### src/sv/satc_pkg.sv
// Package for the sentence-aware text chunker.
// Holds beat types, offset width, register codes and character class helpers.
// No dependencies.
package satc_pkg;

  localparam int unsigned OFFSET_BITS = 24;
  localparam int unsigned CU_BITS     = 16;
  localparam int unsigned CFG_BITS    = 16;

  localparam logic [OFFSET_BITS-1:0] MAX_LEN = {OFFSET_BITS{1'b1}};

  localparam logic [CFG_BITS-1:0] CHUNK_SIZE_RST = CFG_BITS'(512);
  localparam logic [CFG_BITS-1:0] OVERLAP_RST    = CFG_BITS'(64);

  // Register index, taken from paddr[2]
  typedef enum logic {
    REG_CHUNK_SIZE = 1'b0,
    REG_OVERLAP    = 1'b1
  } reg_idx_e;

  localparam logic [CU_BITS-1:0] CU_PERIOD   = 16'h002E;
  localparam logic [CU_BITS-1:0] CU_EXCLAIM  = 16'h0021;
  localparam logic [CU_BITS-1:0] CU_QUESTION = 16'h003F;

  typedef struct packed {
    logic [CU_BITS-1:0] code_unit;
    logic               last;
  } in_beat_t;

  typedef struct packed {
    logic [OFFSET_BITS-1:0] chunk_start;
    logic [OFFSET_BITS-1:0] chunk_end;
    logic                   final_chunk;
    logic                   length_overflow;
  } out_beat_t;

  // Unicode White_Space within the BMP
  function automatic logic is_white(input logic [CU_BITS-1:0] c);
    logic w;
    w = ((c >= 16'h0009) && (c <= 16'h000D)) || (c == 16'h0020) ||
        (c == 16'h0085) || (c == 16'h00A0) || (c == 16'h1680) ||
        ((c >= 16'h2000) && (c <= 16'h200A)) || (c == 16'h2028) ||
        (c == 16'h2029) || (c == 16'h202F) || (c == 16'h205F) ||
        (c == 16'h3000);
    return w;
  endfunction

  function automatic logic is_terminator(input logic [CU_BITS-1:0] c);
    return (c == CU_PERIOD) || (c == CU_EXCLAIM) || (c == CU_QUESTION);
  endfunction

endpackage

### src/sv/sentence_aware_text_chunker.sv
// Sentence-aware text chunker, top level.
// Depends on satc_pkg (beat types, offset width, character classes).
//
// Results: result beats are registered into the result queue when the code unit is accepted.
// Throughput: one code unit per cycle; results drain one per cycle, with
//   out_ready_i high, from a 4-entry queue; input stalls while >2 results wait.
// Reset (rst_ni low, async): text state cleared, chunk_size = 512, overlap = 64.
module sentence_aware_text_chunker (
  input  logic                 clk_i,
  input  logic                 rst_ni,
  // APB-style config port
  input  logic                 psel,
  input  logic                 penable,
  input  logic                 pwrite,
  input  logic [2:0]           paddr,
  input  logic [31:0]          pwdata,
  output logic [31:0]          prdata,
  output logic                 pready,
  // code unit stream
  input  logic                 in_valid_i,
  output logic                 in_ready_o,
  input  satc_pkg::in_beat_t   in_data_i,
  // chunk stream
  output logic                 out_valid_o,
  input  logic                 out_ready_i,
  output satc_pkg::out_beat_t  out_data_o
);

  localparam int unsigned OB    = satc_pkg::OFFSET_BITS;
  localparam int unsigned CB    = satc_pkg::CFG_BITS;
  localparam int unsigned QLEN  = 4;
  localparam int unsigned QPTR  = $clog2(QLEN);
  localparam int unsigned QCNT  = $clog2(QLEN + 1);

  // ---------------------------------------------------------------------------
  // Configuration registers
  // ---------------------------------------------------------------------------
  logic [CB-1:0] chunk_size_q, overlap_q;
  logic          cfg_wr;
  satc_pkg::reg_idx_e cfg_idx;

  assign pready  = 1'b1;
  assign cfg_idx = satc_pkg::reg_idx_e'(paddr[2]);
  assign cfg_wr  = psel & penable & pwrite;

  always_ff @(posedge clk_i or negedge rst_ni) begin
    if (!rst_ni) begin
      chunk_size_q <= satc_pkg::CHUNK_SIZE_RST;
      overlap_q    <= satc_pkg::OVERLAP_RST;
    end else if (cfg_wr) begin
      case (cfg_idx)
        satc_pkg::REG_CHUNK_SIZE: chunk_size_q <= pwdata[CB-1:0];
        satc_pkg::REG_OVERLAP:    overlap_q    <= pwdata[CB-1:0];
        default: ;
      endcase
    end
  end

  always_comb begin
    case (cfg_idx)
      satc_pkg::REG_CHUNK_SIZE: prdata = {{(32-CB){1'b0}}, chunk_size_q};
      satc_pkg::REG_OVERLAP:    prdata = {{(32-CB){1'b0}}, overlap_q};
      default:                  prdata = '0;
    endcase
  end

  // ---------------------------------------------------------------------------
  // Text state
  // ---------------------------------------------------------------------------
  logic [OB-1:0] position_q, window_start_q, split_candidate_q;
  logic          candidate_valid_q, prev_term_q, overflowed_q;

  // result queue
  satc_pkg::out_beat_t q_mem [QLEN];
  logic [QPTR-1:0] wr_ptr_q, rd_ptr_q;
  logic [QCNT-1:0] count_q;

  logic accept, pop;
  assign in_ready_o  = (count_q <= QCNT'(QLEN - 2));
  assign accept      = in_valid_i & in_ready_o;
  assign out_valid_o = (count_q != '0);
  assign pop         = out_valid_o & out_ready_i;
  assign out_data_o  = q_mem[rd_ptr_q];

  // ---------------------------------------------------------------------------
  // Per-beat datapath: all of it settles within the accept cycle
  // ---------------------------------------------------------------------------
  logic [CB-1:0] csz;
  logic          full;          // text already at max length, unit dropped
  logic          cand_hit;      // terminator followed by whitespace ends here
  logic [OB-1:0] cand;
  logic          cand_vld;
  logic [OB:0]   wend, lo;
  logic          fire;          // window decided by this unit
  logic [OB-1:0] split_end, ns_min, ns;
  logic [OB-1:0] ov_ext, pos_next, ws_next;
  logic          ovf_next;
  satc_pkg::out_beat_t res_split, res_final, res0, res1;
  logic [1:0]    n_res;

  always_comb begin
    csz      = (chunk_size_q == '0) ? CB'(1) : chunk_size_q;
    full     = (position_q >= satc_pkg::MAX_LEN);
    cand_hit = !full && prev_term_q && satc_pkg::is_white(in_data_i.code_unit);
    cand     = cand_hit ? position_q : split_candidate_q;
    cand_vld = cand_hit | candidate_valid_q;

    wend = {1'b0, window_start_q} + (OB+1)'(csz);
    lo   = {1'b0, window_start_q} + (OB+1)'(csz >> 1) + (OB+1)'(1);
    fire = !full && ({1'b0, position_q} >= wend);

    // split after the latest candidate in the window's second half
    if (cand_vld && ({1'b0, cand} >= lo) && ({1'b0, cand} <= wend)) begin
      split_end = cand;
    end else begin
      split_end = wend[OB-1:0];
    end

    ov_ext = OB'(overlap_q);
    ns_min = window_start_q + OB'(1);
    if ((split_end >= ov_ext) && ((split_end - ov_ext) > ns_min)) begin
      ns = split_end - ov_ext;
    end else begin
      ns = ns_min;
    end

    pos_next = full ? position_q : position_q + OB'(1);
    ws_next  = fire ? ns : window_start_q;
    ovf_next = overflowed_q | full;

    res_split.chunk_start     = window_start_q;
    res_split.chunk_end       = split_end;
    res_split.final_chunk     = 1'b0;
    res_split.length_overflow = overflowed_q;

    res_final.chunk_start     = ws_next;
    res_final.chunk_end       = pos_next;
    res_final.final_chunk     = 1'b1;
    res_final.length_overflow = ovf_next;

    res0  = fire ? res_split : res_final;
    res1  = res_final;
    n_res = {1'b0, fire} + {1'b0, in_data_i.last};
  end

  always_ff @(posedge clk_i or negedge rst_ni) begin
    if (!rst_ni) begin
      position_q        <= '0;
      window_start_q    <= '0;
      split_candidate_q <= '0;
      candidate_valid_q <= 1'b0;
      prev_term_q       <= 1'b0;
      overflowed_q      <= 1'b0;
    end else if (accept) begin
      if (in_data_i.last) begin
        // end of text: back to idle
        position_q        <= '0;
        window_start_q    <= '0;
        split_candidate_q <= '0;
        candidate_valid_q <= 1'b0;
        prev_term_q       <= 1'b0;
        overflowed_q      <= 1'b0;
      end else begin
        position_q        <= pos_next;
        window_start_q    <= ws_next;
        split_candidate_q <= cand;
        candidate_valid_q <= cand_vld;
        prev_term_q       <= full ? prev_term_q
                                  : satc_pkg::is_terminator(in_data_i.code_unit);
        overflowed_q      <= ovf_next;
      end
    end
  end

  // ---------------------------------------------------------------------------
  // Result queue: up to two beats pushed per accept, one popped per ready cycle
  // ---------------------------------------------------------------------------
  logic [1:0]      n_push;
  logic [QPTR-1:0] wr_ptr_p1;

  assign n_push    = accept ? n_res : 2'd0;
  assign wr_ptr_p1 = wr_ptr_q + QPTR'(1);

  always_ff @(posedge clk_i) begin
    if (n_push != 2'd0) begin
      q_mem[wr_ptr_q] <= res0;
    end
    if (n_push == 2'd2) begin
      q_mem[wr_ptr_p1] <= res1;
    end
  end

  always_ff @(posedge clk_i or negedge rst_ni) begin
    if (!rst_ni) begin
      wr_ptr_q <= '0;
      rd_ptr_q <= '0;
      count_q  <= '0;
    end else begin
      wr_ptr_q <= wr_ptr_q + QPTR'(n_push);
      if (pop) begin
        rd_ptr_q <= rd_ptr_q + QPTR'(1);
      end
      count_q <= count_q + QCNT'(n_push) - QCNT'(pop);
    end
  end

endmodule
### config.mk
export PLATFORM = sky130hd
export DESIGN_NAME = sentence_aware_text_chunker
export DESIGN_NICKNAME = d
export VERILOG_FILES = /design/src/sv/satc_pkg.sv /design/src/sv/sentence_aware_text_chunker.sv
export SDC_FILE = /design/constraint.sdc
export NUM_CORES = 1
export LEC_CHECK = 0
export BUFFER_PORTS_ARGS = -buffer_cell sky130_fd_sc_hd__buf_2
export CAP_MARGIN = 25
export CORE_UTILIZATION = 35
export CTS_CLUSTER_SIZE = 20
export DETAILED_ROUTE_END_ITERATION = 7
export PLACE_DENSITY = 0.54
export SKIP_LAST_GASP = 1
export SYNTH_ARGS = -nofsm -noshare
export SYNTH_HDL_FRONTEND = slang
export SYNTH_SLANG_ARGS = --single-unit
### constraint.sdc
create_clock -name clk_i -period 9.4 [get_ports clk_i]
set_clock_uncertainty 0.15 [all_clocks]
set_input_delay 0 -clock clk_i [delete_from_list [all_inputs] [get_ports clk_i]]
set_output_delay 0 -clock clk_i [all_outputs]
set_load 0.02 [all_outputs]
==> results.toml <==
[floorplanning]
start_util_pct = 35.3
chipHeight_um = 251
io_pins = 144
coreArea_um2 = 61600
die-area_um2 = 63200
placementRows = 91
die_w_um = 251

[yosys]
seq_area_frac_synth_pct = 40.5
yosysMostFrequentCell = "edfxtp_1"
synthArstFlopShare_pct = 36.3
syn_area_um2 = 21800
ys.flop_type = "edfxtp_1"
yosys.cell_types.count = 93
synthTopCellsByArea = "edfxtp_1, dfrtp_1, ha_1, mux4_2, nand2_1"
synth_cells = 2130
synth_common_cells = "edfxtp_1, nand2_1, ha_1, o21ai_0, clkbuf_1"
yosys_warnings = 0
synth_edf_count = 196
ys_seq_elements = 314
synth_top_area_cell = "edfxtp_1"
postSynthAreaPerCell_um2 = 10.2
synth_top_cell_area_share_pct = 27.1

[drt]
vias = 19776
wire_per_inst_um = 23.6
drc = 0
drtIter0Drc = 1700
wirelength_um = 82300
dr.pass1.iters = 6
drt.antenna.violating_nets = 0
routed_via_density = 5.68

[sta]
setup_ws_ns = -0.296
drv_slew = 0
hold_viol = 0
max_freq_mhz = 103
relSlewSlack_pct = 24.3
max_slew.worst_pin.slew_ns = 1.12
grt_setup_unrepaired = "true"
finalCriticalPeriod_ns = 9.70
tns_ns = -16.10
post-route-period-util_pct = 103
setup_viol = 113

[clocking]
cts_buffers = 38
tritoncts = "built"
clock_latency_ns = 0.57
cts.clk_slew.worst_paths_ns = 0.06
clock-sinks = 314
clockBufferDepth = 3
clock-root-buffer = "clkbuf_16"
cts_htree_levels = 2

[setup_path]
path_common_cell = "buf_4"
r2r_slack_ns = -0.30
crit_type = "reg -> reg"
cp_slowest_stage_delay_ns = 0.56
path_max_fanout = 5
critPathRequiredTime_ns = 9.55
worstPathArrival_ns = 9.84
cp-end-kind = "flip-flop"
crit_slowest_cell = "dfstp_2"
start_kind = "flip-flop"

[placed_design]
numPlacedInstances = 3344
place_area_um2 = 25900
portBuffers = 108
place_congestion = 0.953
dp_hpwl_um = 61700
dp_slack_ns = -1.07

[finish]
multiInputGateArea_um2 = 12800
antenna_cells = 0
layout.cells.non_filler = 3484
n_fill_cell = 5764
drive_gt1_share_pct = 33.0
fin_nets = 2830
regArea_um2 = 8830
final_cell_area_um2 = 28700
area_growth_pct = 31.7

[global_routing]
grt_overflow = 0
antenna_found_initial = 2
grt_pass1_wl_um = 122000
grt_usage_pct = 25.6
grt_max_degree = 68
grt_pass1_vias = 19438

[job]
maxCapViolCount = 0

[worst_hold_path]
min_path_type = "in -> reg"

[power]
p_leak_uw = 0.0116
fin_total_pwr_uw = 12800
ir_drop_uv = 411
power_density_nw_per_um2 = 447

[run_status]
status = "complete, but fails checks"
violations = "negative setup slack"
==> cell usage in the layout, fill, tap and decap left out, drive strengths merged, types with 50 or more instances in the layout <==
cell      n
buf     564
edfxtp  196
nand2   194
o21ai   172
ha      150
dfrtp   112
o22ai   109
nor2    102
a21oi    94
inv      77
a22o     68
xnor2    67
clkbuf   63
mux2     54
mux4     50
mux2i    50
==> critical path, delay by kind of cell, from the launching register on <==
kind / cells / cell delay (ns)
AOI/OAI and AO/OA: 23 / 4.00
xor gates and xnor gates: 2 / 0.53
adders and majority gates: 5 / 1.40
buffers and inverters: 6 / 0.99
DFF: 1 / 0.56
muxes: 1 / 0.29
and+or+nand+nor: 9 / 1.49
==> path summary, 6_finish.rpt <==
kind	from	end	cells past startpoint
worst max-delay path	chunk_size_q[9]	q_mem[3][32]	46
worst min-delay path	pwdata[1]	chunk_size_q[1]	3
worst max register to register	chunk_size_q[9]	q_mem[3][32]	46
worst min register to register	split_candidate_q[14]	split_candidate_q[14]	2
max in group asynchronous	rst_ni	position_q[8]	4
min in group asynchronous	rst_ni	window_start_q[13]	4
==> cell families after synthesis <==
logic type | after synthesis | synth area share (%)
mux | 154 | 10.3
other cells | 2 | 0.0345
fa+ha+maj | 154 | 8.99
simple gates | 534 | 11.9
flops | 314 | 40.5
xor+xnor | 114 | 4.59
buf+inv | 237 | 4.56
compound gates | 621 | 19.1
==> stage by stage <==
step                utilization (%)  hold WS (ns)
floorplan                         -        -0.446
detailed placement             42.1       -0.0543
global placement               42.1       -0.0270
finish                         46.5        0.0580
global route                   46.5        0.0798
CTS                            45.5        0.0387
==> cell type report <==
cell class / count / area share (%)
clock buffer: 58 / 3.87
clock inverter: 12 / 0.476
inverter: 75 / 0.982
multi-input combinational: 1594 / 44.6
sequential: 314 / 30.8
tap: 837 / 3.65
timing repair buffer: 594 / 15.6
==> repair_timing <==
action,CTS,global route
gates cloned,1,3
setup endpoints to repair,120,120
hold endpoints to repair,102,0
setup buffers,25,15
pin swaps,43,70
gates resized for setup,78,90
hold buffers,26,0
==> flip-flops by register name, summed over array words and instances (netlist names), 2 cells and up <==
register	flops
rd_ptr_q	2
window_start_q	24
position_q	24
split_candidate_q	24
wr_ptr_q	2
overlap_q	16
count_q	3
q_mem	200
chunk_size_q	16
==> where the power goes <==
group          internal (µW)  total (µW)  switching [µW]
Clock                    876        1490             619
Combinational           4390        9460            5080
Sequential              1660        1850             187
==> metal layers <==
| layer | GRT usage (%) | share of wire [%] |
|---|---|---|
| met2 | 40.7 | 46 |
| met3 | 2.86 | 5.8 |
| met4 | 7.82 | 2.8 |
| met5 | 0 | 0.016 |
| met1 | 36.5 | 45 |
No activity file was read; power rests on OpenSTA's default activity.
